[src/hw/rtl/bvm_pkg.sv]
// ----------------------------------------------------------------------------
// bvm_pkg
// shared widths, constants and types of the battery voltage monitor
// ----------------------------------------------------------------------------
package bvm_pkg;

	localparam int AdcW     = 12;
	localparam int VoltW    = 23;
	localparam int PctW     = 7;
	localparam int StatW    = 2;
	localparam int CfgIdxW  = 2;
	localparam int CfgDataW = 23;
	localparam int ProdW    = 32;
	localparam int NumW     = 30;
	localparam int DivSteps = NumW;
	localparam int CntW     = $clog2(DivSteps);

	localparam logic [VoltW-1:0] LowRangeLimit   = 23'd2500000;
	localparam logic [19:0]      LowMult         = 20'd78125;
	localparam logic [19:0]      HighMult        = 20'd924375;
	localparam int               LowShift        = 7;
	localparam int               HighShift       = 9;
	localparam logic [VoltW-1:0] HighOffset      = 23'd33000;
	localparam logic [VoltW-1:0] ChangeThreshold = 23'd50000;
	localparam logic [PctW-1:0]  PctFull         = 7'd100;

	localparam logic [VoltW-1:0] VoltMinReset = 23'd3600000;
	localparam logic [VoltW-1:0] VoltMaxReset = 23'd4200000;

	typedef enum logic [StatW-1:0] {
		STAT_UNKNOWN      = 2'd0,
		STAT_CHARGING     = 2'd1,
		STAT_NOT_CHARGING = 2'd2
	} charge_stat_t;

	typedef enum logic [CfgIdxW-1:0] {
		REG_VOLTAGE_MIN        = 2'd0,
		REG_VOLTAGE_MAX        = 2'd1,
		REG_CHARGE_PIN_PRESENT = 2'd2,
		REG_CHARGE_ACTIVE_LOW  = 2'd3
	} cfg_reg_t;

	typedef enum logic [2:0] {
		ST_IDLE,
		ST_SCALE,
		ST_VOLT,
		ST_PREP,
		ST_NUM,
		ST_DIV,
		ST_WRITE
	} state_t;

	typedef struct packed {
		logic load_in;
		logic scale;
		logic volt;
		logic prep;
		logic num;
		logic div_step;
		logic load_out;
	} dp_cmd_t;

	typedef struct packed {
		logic out_busy;
	} dp_stat_t;

endpackage

[src/hw/rtl/bvm_stream_if.sv]
// ----------------------------------------------------------------------------
// bvm_sample_if / bvm_result_if
// valid/ready channels for battery samples and gauge results
// ----------------------------------------------------------------------------
interface bvm_sample_if;
	logic                      valid;
	logic                      ready;
	logic [bvm_pkg::AdcW-1:0]  adc_sample;
	logic                      sample_ok;
	logic                      charge_pin;

	modport source (output valid, output adc_sample, output sample_ok, output charge_pin,
		input ready);
	modport sink (input valid, input adc_sample, input sample_ok, input charge_pin,
		output ready);
endinterface

interface bvm_result_if;
	logic                      valid;
	logic                      ready;
	logic [bvm_pkg::VoltW-1:0] voltage_uv;
	logic [bvm_pkg::PctW-1:0]  capacity_pct;
	logic                      health_dead;
	logic [bvm_pkg::StatW-1:0] charge_status;
	logic                      read_error;
	logic                      changed;

	modport source (output valid, output voltage_uv, output capacity_pct, output health_dead,
		output charge_status, output read_error, output changed, input ready);
	modport sink (input valid, input voltage_uv, input capacity_pct, input health_dead,
		input charge_status, input read_error, input changed, output ready);
endinterface

[src/hw/rtl/battery_voltage_monitor_core.sv]
// ----------------------------------------------------------------------------
// battery_voltage_monitor_core
// linear battery gauge: adc scaling, capacity, health, charge status, change
// ----------------------------------------------------------------------------
// channel     dir   handshake      payload
// sample_ch   in    valid/ready    adc_sample, sample_ok, charge_pin
// result_ch   out   valid/ready    voltage_uv, capacity_pct, health_dead,
//                                  charge_status, read_error, changed
// cfg         in    cfg_we         cfg_index, cfg_data
//
// one transaction at a time: capture, the scale, volt, prep and num setup steps, a 30-step
// restoring divider for the capacity percentage, then the result write
// the next sample is taken while a finished result waits in the output register
// a result stalled downstream holds the sequencer only at the result write
// arst_n clears the sequencer, config to defaults and the tracked state
// ----------------------------------------------------------------------------
module battery_voltage_monitor_core (
	input  logic                          clk,
	input  logic                          arst_n,
	bvm_sample_if.sink                    sample_ch,
	bvm_result_if.source                  result_ch,
	input  logic                          cfg_we,
	input  logic [bvm_pkg::CfgIdxW-1:0]   cfg_index,
	input  logic [bvm_pkg::CfgDataW-1:0]  cfg_data
);

	bvm_pkg::dp_cmd_t  cmd;
	bvm_pkg::dp_stat_t stat;

	bvm_ctrl u_ctrl (
		.clk          (clk),
		.arst_n       (arst_n),
		.sample_valid (sample_ch.valid),
		.sample_ready (sample_ch.ready),
		.stat         (stat),
		.cmd          (cmd)
	);

	bvm_datapath u_datapath (
		.clk           (clk),
		.arst_n        (arst_n),
		.cmd           (cmd),
		.stat          (stat),
		.cfg_we        (cfg_we),
		.cfg_index     (cfg_index),
		.cfg_data      (cfg_data),
		.adc_sample    (sample_ch.adc_sample),
		.sample_ok     (sample_ch.sample_ok),
		.charge_pin    (sample_ch.charge_pin),
		.out_valid     (result_ch.valid),
		.out_ready     (result_ch.ready),
		.voltage_uv    (result_ch.voltage_uv),
		.capacity_pct  (result_ch.capacity_pct),
		.health_dead   (result_ch.health_dead),
		.charge_status (result_ch.charge_status),
		.read_error    (result_ch.read_error),
		.changed       (result_ch.changed)
	);

	a_accept_loads: assert property (@(posedge clk) disable iff (!arst_n)
		sample_ch.valid && sample_ch.ready |-> cmd.load_in)
		else $error("sample transaction without capture");

	a_no_overwrite: assert property (@(posedge clk) disable iff (!arst_n)
		cmd.load_out |-> !(result_ch.valid && !result_ch.ready))
		else $error("result overwritten while stalled");

	a_load_shows: assert property (@(posedge clk) disable iff (!arst_n)
		cmd.load_out |=> result_ch.valid)
		else $error("loaded result not presented");

	a_busy_not_ready: assert property (@(posedge clk) disable iff (!arst_n)
		cmd.div_step |-> !sample_ch.ready)
		else $error("sample accepted during division");

	a_pct_range: assert property (@(posedge clk) disable iff (!arst_n)
		result_ch.valid |-> result_ch.capacity_pct <= bvm_pkg::PctFull)
		else $error("capacity above full scale");

endmodule

[src/hw/rtl/bvm_ctrl.sv]
// ----------------------------------------------------------------------------
// bvm_ctrl
// sequencer: sample capture, scaling, capacity division and result hand-off
// ----------------------------------------------------------------------------
module bvm_ctrl (
	input  logic               clk,
	input  logic               arst_n,
	input  logic               sample_valid,
	output logic               sample_ready,
	input  bvm_pkg::dp_stat_t  stat,
	output bvm_pkg::dp_cmd_t   cmd
);

	bvm_pkg::state_t              state_q, state_d;
	logic [bvm_pkg::CntW-1:0]     cnt_q;
	logic                         div_last;

	assign div_last = (cnt_q == bvm_pkg::CntW'(bvm_pkg::DivSteps - 1));

	always_ff @(posedge clk or negedge arst_n) begin
		if (!arst_n) begin
			state_q <= bvm_pkg::ST_IDLE;
			cnt_q   <= '0;
		end else begin
			state_q <= state_d;
			if (state_q == bvm_pkg::ST_NUM) begin
				cnt_q <= '0;
			end else if (state_q == bvm_pkg::ST_DIV) begin
				cnt_q <= cnt_q + bvm_pkg::CntW'(1);
			end
		end
	end

	always_comb begin
		state_d = state_q;
		case (state_q)
			bvm_pkg::ST_IDLE: begin
				if (sample_valid) state_d = bvm_pkg::ST_SCALE;
			end
			bvm_pkg::ST_SCALE: state_d = bvm_pkg::ST_VOLT;
			bvm_pkg::ST_VOLT:  state_d = bvm_pkg::ST_PREP;
			bvm_pkg::ST_PREP:  state_d = bvm_pkg::ST_NUM;
			bvm_pkg::ST_NUM:   state_d = bvm_pkg::ST_DIV;
			bvm_pkg::ST_DIV: begin
				if (div_last) state_d = bvm_pkg::ST_WRITE;
			end
			bvm_pkg::ST_WRITE: begin
				if (!stat.out_busy) state_d = bvm_pkg::ST_IDLE;
			end
			default: state_d = bvm_pkg::ST_IDLE;
		endcase
	end

	always_comb begin
		cmd          = '0;
		sample_ready = 1'b0;
		case (state_q)
			bvm_pkg::ST_IDLE: begin
				sample_ready = 1'b1;
				cmd.load_in  = sample_valid;
			end
			bvm_pkg::ST_SCALE: cmd.scale    = 1'b1;
			bvm_pkg::ST_VOLT:  cmd.volt     = 1'b1;
			bvm_pkg::ST_PREP:  cmd.prep     = 1'b1;
			bvm_pkg::ST_NUM:   cmd.num      = 1'b1;
			bvm_pkg::ST_DIV:   cmd.div_step = 1'b1;
			bvm_pkg::ST_WRITE: cmd.load_out = !stat.out_busy;
			default: cmd = '0;
		endcase
	end

endmodule

[src/hw/rtl/bvm_datapath.sv]
// ----------------------------------------------------------------------------
// bvm_datapath
// config registers, voltage scaling, status tracking, serial divider, result
// ----------------------------------------------------------------------------
module bvm_datapath (
	input  logic                          clk,
	input  logic                          arst_n,
	input  bvm_pkg::dp_cmd_t              cmd,
	output bvm_pkg::dp_stat_t             stat,
	input  logic                          cfg_we,
	input  logic [bvm_pkg::CfgIdxW-1:0]   cfg_index,
	input  logic [bvm_pkg::CfgDataW-1:0]  cfg_data,
	input  logic [bvm_pkg::AdcW-1:0]      adc_sample,
	input  logic                          sample_ok,
	input  logic                          charge_pin,
	output logic                          out_valid,
	input  logic                          out_ready,
	output logic [bvm_pkg::VoltW-1:0]     voltage_uv,
	output logic [bvm_pkg::PctW-1:0]      capacity_pct,
	output logic                          health_dead,
	output logic [bvm_pkg::StatW-1:0]     charge_status,
	output logic                          read_error,
	output logic                          changed
);

	localparam int VoltW = bvm_pkg::VoltW;
	localparam int NumW  = bvm_pkg::NumW;
	localparam int ProdW = bvm_pkg::ProdW;

	// configuration
	logic [VoltW-1:0]      vmin_q, vmax_q;
	logic                  pin_present_q, active_low_q;

	// item registers
	logic [bvm_pkg::AdcW-1:0] adc_q;
	logic                     ok_q, pin_q;
	logic [ProdW-1:0]         prod_q;
	logic [VoltW-1:0]         v_q, vdiff_q, den_q, rem_q;
	logic                     cap_zero_q, dead_q, chg_q;
	logic [NumW-1:0]          num_q;

	// tracked state
	logic [VoltW-1:0]         rep_volt_q;
	bvm_pkg::charge_stat_t    rep_stat_q;

	// output register
	logic                     out_valid_q;

	logic                     low_range;
	logic [19:0]              mult;
	logic [VoltW-1:0]         v_scaled, absdiff;
	logic                     volt_move, stat_move;
	bvm_pkg::charge_stat_t    pin_stat;
	logic [VoltW:0]           rem_next;
	logic                     rem_ge;
	logic [bvm_pkg::PctW-1:0] cap_val;

	assign low_range = (vmax_q <= bvm_pkg::LowRangeLimit);
	assign mult      = low_range ? bvm_pkg::LowMult : bvm_pkg::HighMult;
	assign v_scaled  = low_range ? VoltW'(prod_q >> bvm_pkg::LowShift)
		: VoltW'(prod_q >> bvm_pkg::HighShift) + bvm_pkg::HighOffset;

	assign absdiff   = (v_q >= rep_volt_q) ? (v_q - rep_volt_q) : (rep_volt_q - v_q);
	assign volt_move = ok_q && (absdiff > bvm_pkg::ChangeThreshold);
	assign pin_stat  = (pin_q ^ active_low_q) ? bvm_pkg::STAT_CHARGING
		: bvm_pkg::STAT_NOT_CHARGING;
	assign stat_move = pin_present_q && (pin_stat != rep_stat_q);

	assign rem_next  = {rem_q, num_q[NumW-1]};
	assign rem_ge    = (rem_next >= {1'b0, den_q});

	assign cap_val   = (num_q > NumW'(bvm_pkg::PctFull)) ? bvm_pkg::PctFull
		: num_q[bvm_pkg::PctW-1:0];

	always_ff @(posedge clk or negedge arst_n) begin
		if (!arst_n) begin
			vmin_q        <= bvm_pkg::VoltMinReset;
			vmax_q        <= bvm_pkg::VoltMaxReset;
			pin_present_q <= 1'b0;
			active_low_q  <= 1'b0;
			rep_volt_q    <= '0;
			rep_stat_q    <= bvm_pkg::STAT_UNKNOWN;
			out_valid_q   <= 1'b0;
		end else begin
			if (cfg_we) begin
				case (bvm_pkg::cfg_reg_t'(cfg_index))
					bvm_pkg::REG_VOLTAGE_MIN:        vmin_q        <= cfg_data;
					bvm_pkg::REG_VOLTAGE_MAX:        vmax_q        <= cfg_data;
					bvm_pkg::REG_CHARGE_PIN_PRESENT: pin_present_q <= cfg_data[0];
					bvm_pkg::REG_CHARGE_ACTIVE_LOW:  active_low_q  <= cfg_data[0];
					default: ;
				endcase
			end
			if (cmd.prep) begin
				if (stat_move) rep_stat_q <= pin_stat;
				if (volt_move) rep_volt_q <= v_q;
			end
			if (cmd.load_out) begin
				out_valid_q <= 1'b1;
			end else if (out_ready) begin
				out_valid_q <= 1'b0;
			end
		end
	end

	always_ff @(posedge clk) begin
		if (cmd.load_in) begin
			adc_q <= adc_sample;
			ok_q  <= sample_ok;
			pin_q <= charge_pin;
		end
		if (cmd.scale) begin
			prod_q <= ProdW'(adc_q) * ProdW'(mult);
		end
		if (cmd.volt) begin
			v_q <= v_scaled;
		end
		if (cmd.prep) begin
			cap_zero_q <= (vmax_q <= vmin_q) || (v_q <= vmin_q);
			dead_q     <= !ok_q || (v_q < vmin_q);
			chg_q      <= stat_move || volt_move;
			vdiff_q    <= v_q - vmin_q;
			den_q      <= vmax_q - vmin_q;
		end
		if (cmd.num) begin
			num_q <= NumW'(vdiff_q) * NumW'(bvm_pkg::PctFull);
			rem_q <= '0;
		end else if (cmd.div_step) begin
			if (rem_ge) begin
				rem_q <= VoltW'(rem_next - {1'b0, den_q});
			end else begin
				rem_q <= rem_next[VoltW-1:0];
			end
			num_q <= {num_q[NumW-2:0], rem_ge};
		end
		if (cmd.load_out) begin
			voltage_uv    <= ok_q ? v_q : '0;
			capacity_pct  <= (cap_zero_q || !ok_q) ? '0 : cap_val;
			health_dead   <= dead_q;
			charge_status <= rep_stat_q;
			read_error    <= !ok_q;
			changed       <= chg_q;
		end
	end

	assign out_valid     = out_valid_q;
	assign stat.out_busy = out_valid_q && !out_ready;

endmodule
[src/flat_wrapper.sv]
// flat-port wrapper written by rule: the top's interface ports become plain ports
module battery_voltage_monitor_core_flat 
  (clk, arst_n, cfg_we, cfg_index, cfg_data, sample_ch_valid, sample_ch_adc_sample, sample_ch_sample_ok, sample_ch_charge_pin, sample_ch_ready, result_ch_valid, result_ch_voltage_uv, result_ch_capacity_pct, result_ch_health_dead, result_ch_charge_status, result_ch_read_error, result_ch_changed, result_ch_ready);
  bvm_sample_if sample_ch_i ();
  bvm_result_if result_ch_i ();
  input  logic clk;
  input  logic arst_n;
  input  logic cfg_we;
  input  logic [bvm_pkg::CfgIdxW-1:0] cfg_index;
  input  logic [bvm_pkg::CfgDataW-1:0] cfg_data;
  input wire logic [$bits(sample_ch_i.valid)-1:0] sample_ch_valid;
  input wire logic [$bits(sample_ch_i.adc_sample)-1:0] sample_ch_adc_sample;
  input wire logic [$bits(sample_ch_i.sample_ok)-1:0] sample_ch_sample_ok;
  input wire logic [$bits(sample_ch_i.charge_pin)-1:0] sample_ch_charge_pin;
  output wire logic [$bits(sample_ch_i.ready)-1:0] sample_ch_ready;
  output wire logic [$bits(result_ch_i.valid)-1:0] result_ch_valid;
  output wire logic [$bits(result_ch_i.voltage_uv)-1:0] result_ch_voltage_uv;
  output wire logic [$bits(result_ch_i.capacity_pct)-1:0] result_ch_capacity_pct;
  output wire logic [$bits(result_ch_i.health_dead)-1:0] result_ch_health_dead;
  output wire logic [$bits(result_ch_i.charge_status)-1:0] result_ch_charge_status;
  output wire logic [$bits(result_ch_i.read_error)-1:0] result_ch_read_error;
  output wire logic [$bits(result_ch_i.changed)-1:0] result_ch_changed;
  input wire logic [$bits(result_ch_i.ready)-1:0] result_ch_ready;
  assign sample_ch_i.valid = sample_ch_valid;
  assign sample_ch_i.adc_sample = sample_ch_adc_sample;
  assign sample_ch_i.sample_ok = sample_ch_sample_ok;
  assign sample_ch_i.charge_pin = sample_ch_charge_pin;
  assign sample_ch_ready = sample_ch_i.ready;
  assign result_ch_valid = result_ch_i.valid;
  assign result_ch_voltage_uv = result_ch_i.voltage_uv;
  assign result_ch_capacity_pct = result_ch_i.capacity_pct;
  assign result_ch_health_dead = result_ch_i.health_dead;
  assign result_ch_charge_status = result_ch_i.charge_status;
  assign result_ch_read_error = result_ch_i.read_error;
  assign result_ch_changed = result_ch_i.changed;
  assign result_ch_i.ready = result_ch_ready;
  battery_voltage_monitor_core u_core (.clk(clk), .arst_n(arst_n), .sample_ch(sample_ch_i), .result_ch(result_ch_i), .cfg_we(cfg_we), .cfg_index(cfg_index), .cfg_data(cfg_data));
endmodule
[config.mk]
export PLATFORM = sky130hd
export DESIGN_NAME = battery_voltage_monitor_core_flat
export DESIGN_NICKNAME = d
export VERILOG_FILES = /design/src/hw/rtl/bvm_pkg.sv /design/src/hw/rtl/bvm_stream_if.sv /design/src/hw/rtl/battery_voltage_monitor_core.sv /design/src/hw/rtl/bvm_ctrl.sv /design/src/hw/rtl/bvm_datapath.sv /design/src/flat_wrapper.sv
export SDC_FILE = /design/constraint.sdc
export NUM_CORES = 1
export LEC_CHECK = 0
export ABC_CLOCK_PERIOD_IN_PS = 12100
export BUFFER_PORTS_ARGS = -buffer_cell sky130_fd_sc_hd__buf_4
export CORE_MARGIN = 1
export CORE_UTILIZATION = 55
export DETAILED_ROUTE_END_ITERATION = 8
export PLACE_DENSITY = 0.72
export SLEW_MARGIN = 15
export SYNTH_ARGS = -nofsm -noshare
export SYNTH_HDL_FRONTEND = slang
export SYNTH_SLANG_ARGS = --single-unit
export TNS_END_PERCENT = 100
[constraint.sdc]
create_clock -name clk -period 12.1 [get_ports clk]
set_clock_uncertainty 0.1 [all_clocks]
set_input_delay 3.025 -clock clk [delete_from_list [all_inputs] [get_ports clk]]
set_output_delay 3.025 -clock clk [all_outputs]
set_load 0.005 [all_outputs]
Yosys cells after proc, flatten, opt, wreduce, memory -nomap -nowiden

Index checks and enable logic that the tools add are counted.

Register bits after elaboration: 288
Bits in latches: 0
RAM bits: 0
ROM bits: 0
Bits of input ports: 44
Word-level logic and storage cells: 108
Memories kept: 0

Add/sub/neg operators: 7
Multiply operators: 2
Divide/modulo/power cells: 0
Order comparisons: 8
Eq/ne operators: 14
Shift-type cells: 0
Multiplexer cells: 24
Bitwise logic cells: 1
Reductions and logical operators: 23

Operators with widths:

| operator               | count |
|---|---|
| $sub 23x23->23         | 5 |
| $mux 23                | 3 |
| $mux 30                | 2 |
| $le 23x23->1           | 2 |
| $mul 12x20->32         | 1 |
| $gt 30x7->1 const B    | 1 |
| $mul 23x5->28 const B  | 1 |
| $ge 24x23->1           | 1 |
| $add 23x16->23 const B | 1 |
| $ge 23x23->1           | 1 |
| $gt 23x16->1 const B   | 1 |
| $le 23x22->1 const B   | 1 |
| $lt 23x23->1           | 1 |
| $pmux 3 s7             | 1 |
| $mux 20                | 1 |
| $reduce_and 2->1       | 6 |
| $mux 1                 | 10 |
| $mux 5                 | 2 |
| $eq 3x3->1 const B     | 3 |
| $mux 3                 | 3 |
| $mux 7                 | 1 |
| $eq 3x2->1 const B     | 2 |
| $ne 2x2->1 const B     | 3 |
| $reduce_bool 2->1      | 3 |
| 15 further kinds       | 23 |

Logic depth before layout (Yosys ltp)

Depth in word-level cells: 5
Mapped depth: 30
Depth with buffers taken out: 28

Cells and area by module

From an unflattened synthesis, not the netlist that was laid out.

Cell total of the unflattened synthesis: 2,513
Area, all modules: 24,591.1 sq um

Modules (own cells, without submodules):

| module       | instances | cells each | area each (sq um) | sequential area each (sq um) |
|---|---|---|---|---|
| bvm_datapath | 1         | 2,462      | 24,063.1          | 7,597.3 |
| bvm_ctrl     | 1         | 51         | 528.0             | 200.2 |

Worst setup path before layout

OpenSTA, ideal clock, no wires.

Kind: reg-to-reg
Start point: register u_core.u_datapath.vmax_q[0]
End point: register u_core.u_datapath.prod_q[28], data pin
Setup time: 255 ps
Data arrival time: 7,855 ps
Data required time: 11,745 ps
Setup slack: 3,891 ps
Cell stages (with the launch flop): 28
Buffers on the path: 2
Period minus slack after synthesis: 8,209 ps
Cells stage by stage: dfrtp_1 -> or4b_1 -> or4_4 -> o211a_1 -> nor3_1 -> clkbuf_1 -> clkbuf_1 -> nand2_1 -> fa_1 -> fa_1 -> fa_1 -> inv_1 -> fa_1 -> inv_1 -> fa_1 -> inv_1 -> ha_1 -> a21oi_1 -> o21ai_0 -> a31o_2 -> a31o_2 -> a2111oi_4 -> nor3_2 -> o31ai_2 -> o21ai_1 -> and3_1 -> or3_1 -> and2_1

Word-level cells in the longest chain between the ends: 3

Ends and longest elaborated chain:

| element                  | RTL line            | text |
|---|---|---|
| start: declaration       | bvm_datapath.sv:31  | `logic [VoltW-1:0] vmin_q, vmax_q;` |
| start signal: assignment | bvm_datapath.sv:78  | `vmax_q <= bvm_pkg::VoltMaxReset;` |
| start signal: assignment | bvm_datapath.sv:88  | `bvm_pkg::REG_VOLTAGE_MAX: vmax_q <= cfg_data;` |
| $le 23x22->1             | bvm_datapath.sv:58  | `assign low_range = (vmax_q <= bvm_pkg::LowRangeLimit);` |
| $mux 20                  | bvm_datapath.sv:59  | `assign mult = low_range ? bvm_pkg::LowMult : bvm_pkg::HighMult;` |
| $mul 12x20->32           | bvm_datapath.sv:113 | `prod_q <= ProdW'(adc_q) * ProdW'(mult);` |
| end signal: assignment   | bvm_datapath.sv:113 |  |
| end: declaration         | bvm_datapath.sv:37  | `logic [ProdW-1:0] prod_q;` |

Every way passes these cells.
A chain may end at the register's enable or synchronous reset.

Worst setup path in the final report

Same ends and word-level chain as after synthesis.

==> reports/results.ini <==
[clock_network]
ctsLongestPathBuffers=3
tritoncts_clock_tree=yes
cts_setup_buffers=0
cts.hold.buffers_added=0
root_buffer=sky130_fd_sc_hd__clkbuf_16
postCtsResizedCells=0
clk_pin_slew_ns=0.06
skew_pair_late_insertion_delay_ns=0.56
htree_num_levels=2
cts_inserted_buffers=35
cts.sinks=281

[critical_path]
end_kind=register
crit_fanout=41
cp.arrival_ns=8.79
cpPeakStageDelay_ns=0.54
cp_num_buf_inv=5
slowest_stage=sky130_fd_sc_hd__or4b_1
worst_ep_required_time_ns=12.32
setup.reg_to_reg.worst_slack_ns=3.54
cp_top_family=simple AND/OR/NAND/NOR gates
criticalPathCategory=reg2reg
cp-start-kind=register

[synth]
largest_area_contributor_in_the_netlist=sky130_fd_sc_hd__edfxtp_1
ys.warnings.count=0
synth_area_mm2=0.0240
synthDominantCellAreaShare_pct=21.8
async_reset_ff_share_pct=29.2
post_synth_most_frequent_cells=423 x sky130_fd_sc_hd__inv_1, 291 x sky130_fd_sc_hd__ha_1, 179 x sky130_fd_sc_hd__nand2_1, 174 x sky130_fd_sc_hd__edfxtp_1, 154 x sky130_fd_sc_hd__nor2_1
ys_top_cells_by_area=sky130_fd_sc_hd__edfxtp_1 22%, sky130_fd_sc_hd__ha_1 15%, sky130_fd_sc_hd__fa_1 12%
synth_cells=2476
synth-edff-count=174
yosys.cell_count.top_type=sky130_fd_sc_hd__inv_1
post_synth_num_cell_types=86
synth-seq-cells=281
synthFlopType=sky130_fd_sc_hd__edfxtp_1
syn_avg_cell_area_um2=9.67
synth-seq-area-share_pct=32.6

[finish]
num-fill-cells=3631
final_net_count=3013
area_growth_syn_to_layout_pct=9.88
count_of_non_filler_cells_in_the_finished_layout=3151
seqCellArea_mm2=0.00780
antenna_cells_inserted=0
layout-drive-gt1-share_pct=9.00
multiInputGateArea_mm2=0.0143

[sta]
slew_headroom_pct=21.2
worstMarginPinSlew_ns=1.18
final.min_clock_period_ns=8.56
finalSetupViolCount=0
timing.setup.tns_ns=0
fmax_ghz=0.117
slew_violations=0
rsz0062_at_grt=no
timing.final.crit_share_pct=70.8
timing_hold_violations_final=0

[global_routing]
grt_max_degree=63
grt_use_total_pct=26.4
grt_pass1_vias=18072
antenna_violations_before_repair=0
global_route.peak_usage_layer=met2
met2_track_utilization_from_global_routing_pct=44.5
global_route.usage.met1_pct=32.8
global_route_total_overflow=0
met3_usage_pct=3.55
global_route_wire_length_before_repair_um=92200

[placed_design]
routabilityCongestion=0.949
number_of_cells_in_the_design_after_placement=3087
io_buf_count=80
dpl.hpwl_um=44800

[job]
max_cap_violations=0

[drt]
detailedRoute.firstPassIterationCount=5
drt_drc_violations_left=0
avgRoutedWirePerCell_um=17.8
drt_iter0_markers=1120
number_of_nets_with_antenna_violations_after_detailed_routing=0
postRouteWirelength_um=56200
viasPerCell=5.56
dr_total_vias=17513

[die]
io-pin-count=81
core_area_mm2=0.0430
die_width_um=211
initial_utilization_pct=55.7
core.rowCount=76
dieHeight_um=211
die_area_mm2=0.0444

[min_path]
timing.hold.worst.class=reg2reg

[status]
status=finished, final reports clean

through the flow:
step	utilization (%)	hold slack, ns	instance area, µm²	setup WS, ns
2_1_floorplan	-	0.300	24000	3.89
3_3_place_gp	58.5	0.369	25100	3.75
3_5_place_dp	58.5	0.375	25100	3.57
4_1_cts	61.2	0.378	26300	3.56
5_1_grt	61.2	0.372	26300	3.10
6_report	61.2	0.372	26300	3.54
flip-flops by register name, summed over array words and instances (netlist names), 2 cells and up:
name / cells
u_core.u_datapath.rep_volt_q: 23
u_core.u_datapath.vmin_q: 23
u_core.u_datapath.v_q: 23
u_core.u_datapath.num_q: 30
u_core.u_datapath.vdiff_q: 23
u_core.u_datapath.charge_status: 2
u_core.u_datapath.den_q: 23
u_core.u_datapath.rep_stat_q: 2
u_core.u_datapath.capacity_pct: 7
u_core.u_datapath.adc_q: 12
u_core.u_datapath.vmax_q: 23
u_core.u_datapath.rem_q: 23
u_core.u_datapath.voltage_uv: 23
u_core.u_datapath.prod_q: 25
u_core.u_ctrl.state_q: 3
u_core.u_ctrl.cnt_q: 5
worst paths after layout:
check                                            start                               end  cells past startpoint
min in group asynchronous                       arst_n          u_core.u_ctrl.state_q[1]                      1
hold reg to reg                u_core.u_datapath.chg_q         u_core.u_datapath.changed                      0
max in group asynchronous                       arst_n  u_core.u_datapath.rep_volt_q[17]                      2
setup reg to reg           u_core.u_datapath.vmax_q[0]      u_core.u_datapath.prod_q[28]                     28
hold / removal                 u_core.u_datapath.chg_q         u_core.u_datapath.changed                      0
setup / recovery           u_core.u_datapath.vmax_q[0]      u_core.u_datapath.prod_q[28]                     28
metal layers:
metal  vias up  part of all wire [%]
met1      8415                    43
met5         -                     0
met2       385                    47
met4         0                   5.9
li1       8570                     -
met3       143                   4.1
final cells by class:
| type | count | share of cell area, % |
|---|---|---|
| Clock inverter | 20 | 0.832 |
| Tap cell | 585 | 2.78 |
| Inverter | 423 | 6.03 |
| Timing Repair Buffer | 93 | 2.65 |
| Multi-Input combinational cell | 1705 | 54.4 |
| Clock buffer | 44 | 3.66 |
| Sequential cell | 281 | 29.6 |
worst register-to-register path, delay by kind of cell (launching register included):
family / cells / cell delay (ns)
AO/OA/AOI/OAI: 8 / 1.87
AND/OR/NAND/NOR: 9 / 2.78
buffers and inverters: 5 / 0.55
flip-flops: 1 / 0.39
adder cells (fa/ha/maj): 6 / 2.63
cells in the final DEF (no fill, tap or decap), types with 10 or more instances in the layout:
cell	instances
sky130_fd_sc_hd__inv_1	423
sky130_fd_sc_hd__ha_1	291
sky130_fd_sc_hd__nand2_1	179
sky130_fd_sc_hd__edfxtp_1	174
sky130_fd_sc_hd__nor2_1	152
sky130_fd_sc_hd__fa_1	139
sky130_fd_sc_hd__a21oi_1	119
sky130_fd_sc_hd__o21ai_0	98
sky130_fd_sc_hd__buf_4	93
sky130_fd_sc_hd__xnor2_1	76
sky130_fd_sc_hd__dfrtp_1	65
sky130_fd_sc_hd__nand3_1	58
sky130_fd_sc_hd__a21o_1	55
sky130_fd_sc_hd__nor3_1	44
sky130_fd_sc_hd__mux2i_1	44
sky130_fd_sc_hd__xor2_1	43
sky130_fd_sc_hd__clkbuf_16	37
sky130_fd_sc_hd__mux2_2	28
sky130_fd_sc_hd__nand4_1	26
sky130_fd_sc_hd__nand2b_1	25
sky130_fd_sc_hd__dfxtp_1	25
sky130_fd_sc_hd__and2_1	22
sky130_fd_sc_hd__nor2b_1	20
sky130_fd_sc_hd__and3_1	20
sky130_fd_sc_hd__o311ai_0	20
sky130_fd_sc_hd__o21bai_1	18
sky130_fd_sc_hd__or3_1	16
sky130_fd_sc_hd__dfstp_2	16
sky130_fd_sc_hd__o211ai_1	15
sky130_fd_sc_hd__a21boi_0	14
sky130_fd_sc_hd__a211oi_1	12
sky130_fd_sc_hd__o21a_1	11
sky130_fd_sc_hd__nor4_1	11
sky130_fd_sc_hd__a31oi_1	10
cell families (layout without fill, tap and decap cells):
group | Yosys count | in the layout | share of synthesized area (%)
AOI/OAI and AO/OA | 447 | 447 | 12.3
xor gates and xnor gates | 119 | 119 | 4.35
adders and majority gates | 430 | 430 | 26.8
buffers and inverters | 496 | 580 | 7.93
DFF | 281 | 281 | 32.6
muxes | 72 | 72 | 3.16
other | 2 | 8 | 0.0314
and+or+nand+nor | 629 | 629 | 12.8
Power is left out: the tool's default activity adds up to more than one toggle a clock period on the data nets, which glitch-free logic cannot reach.
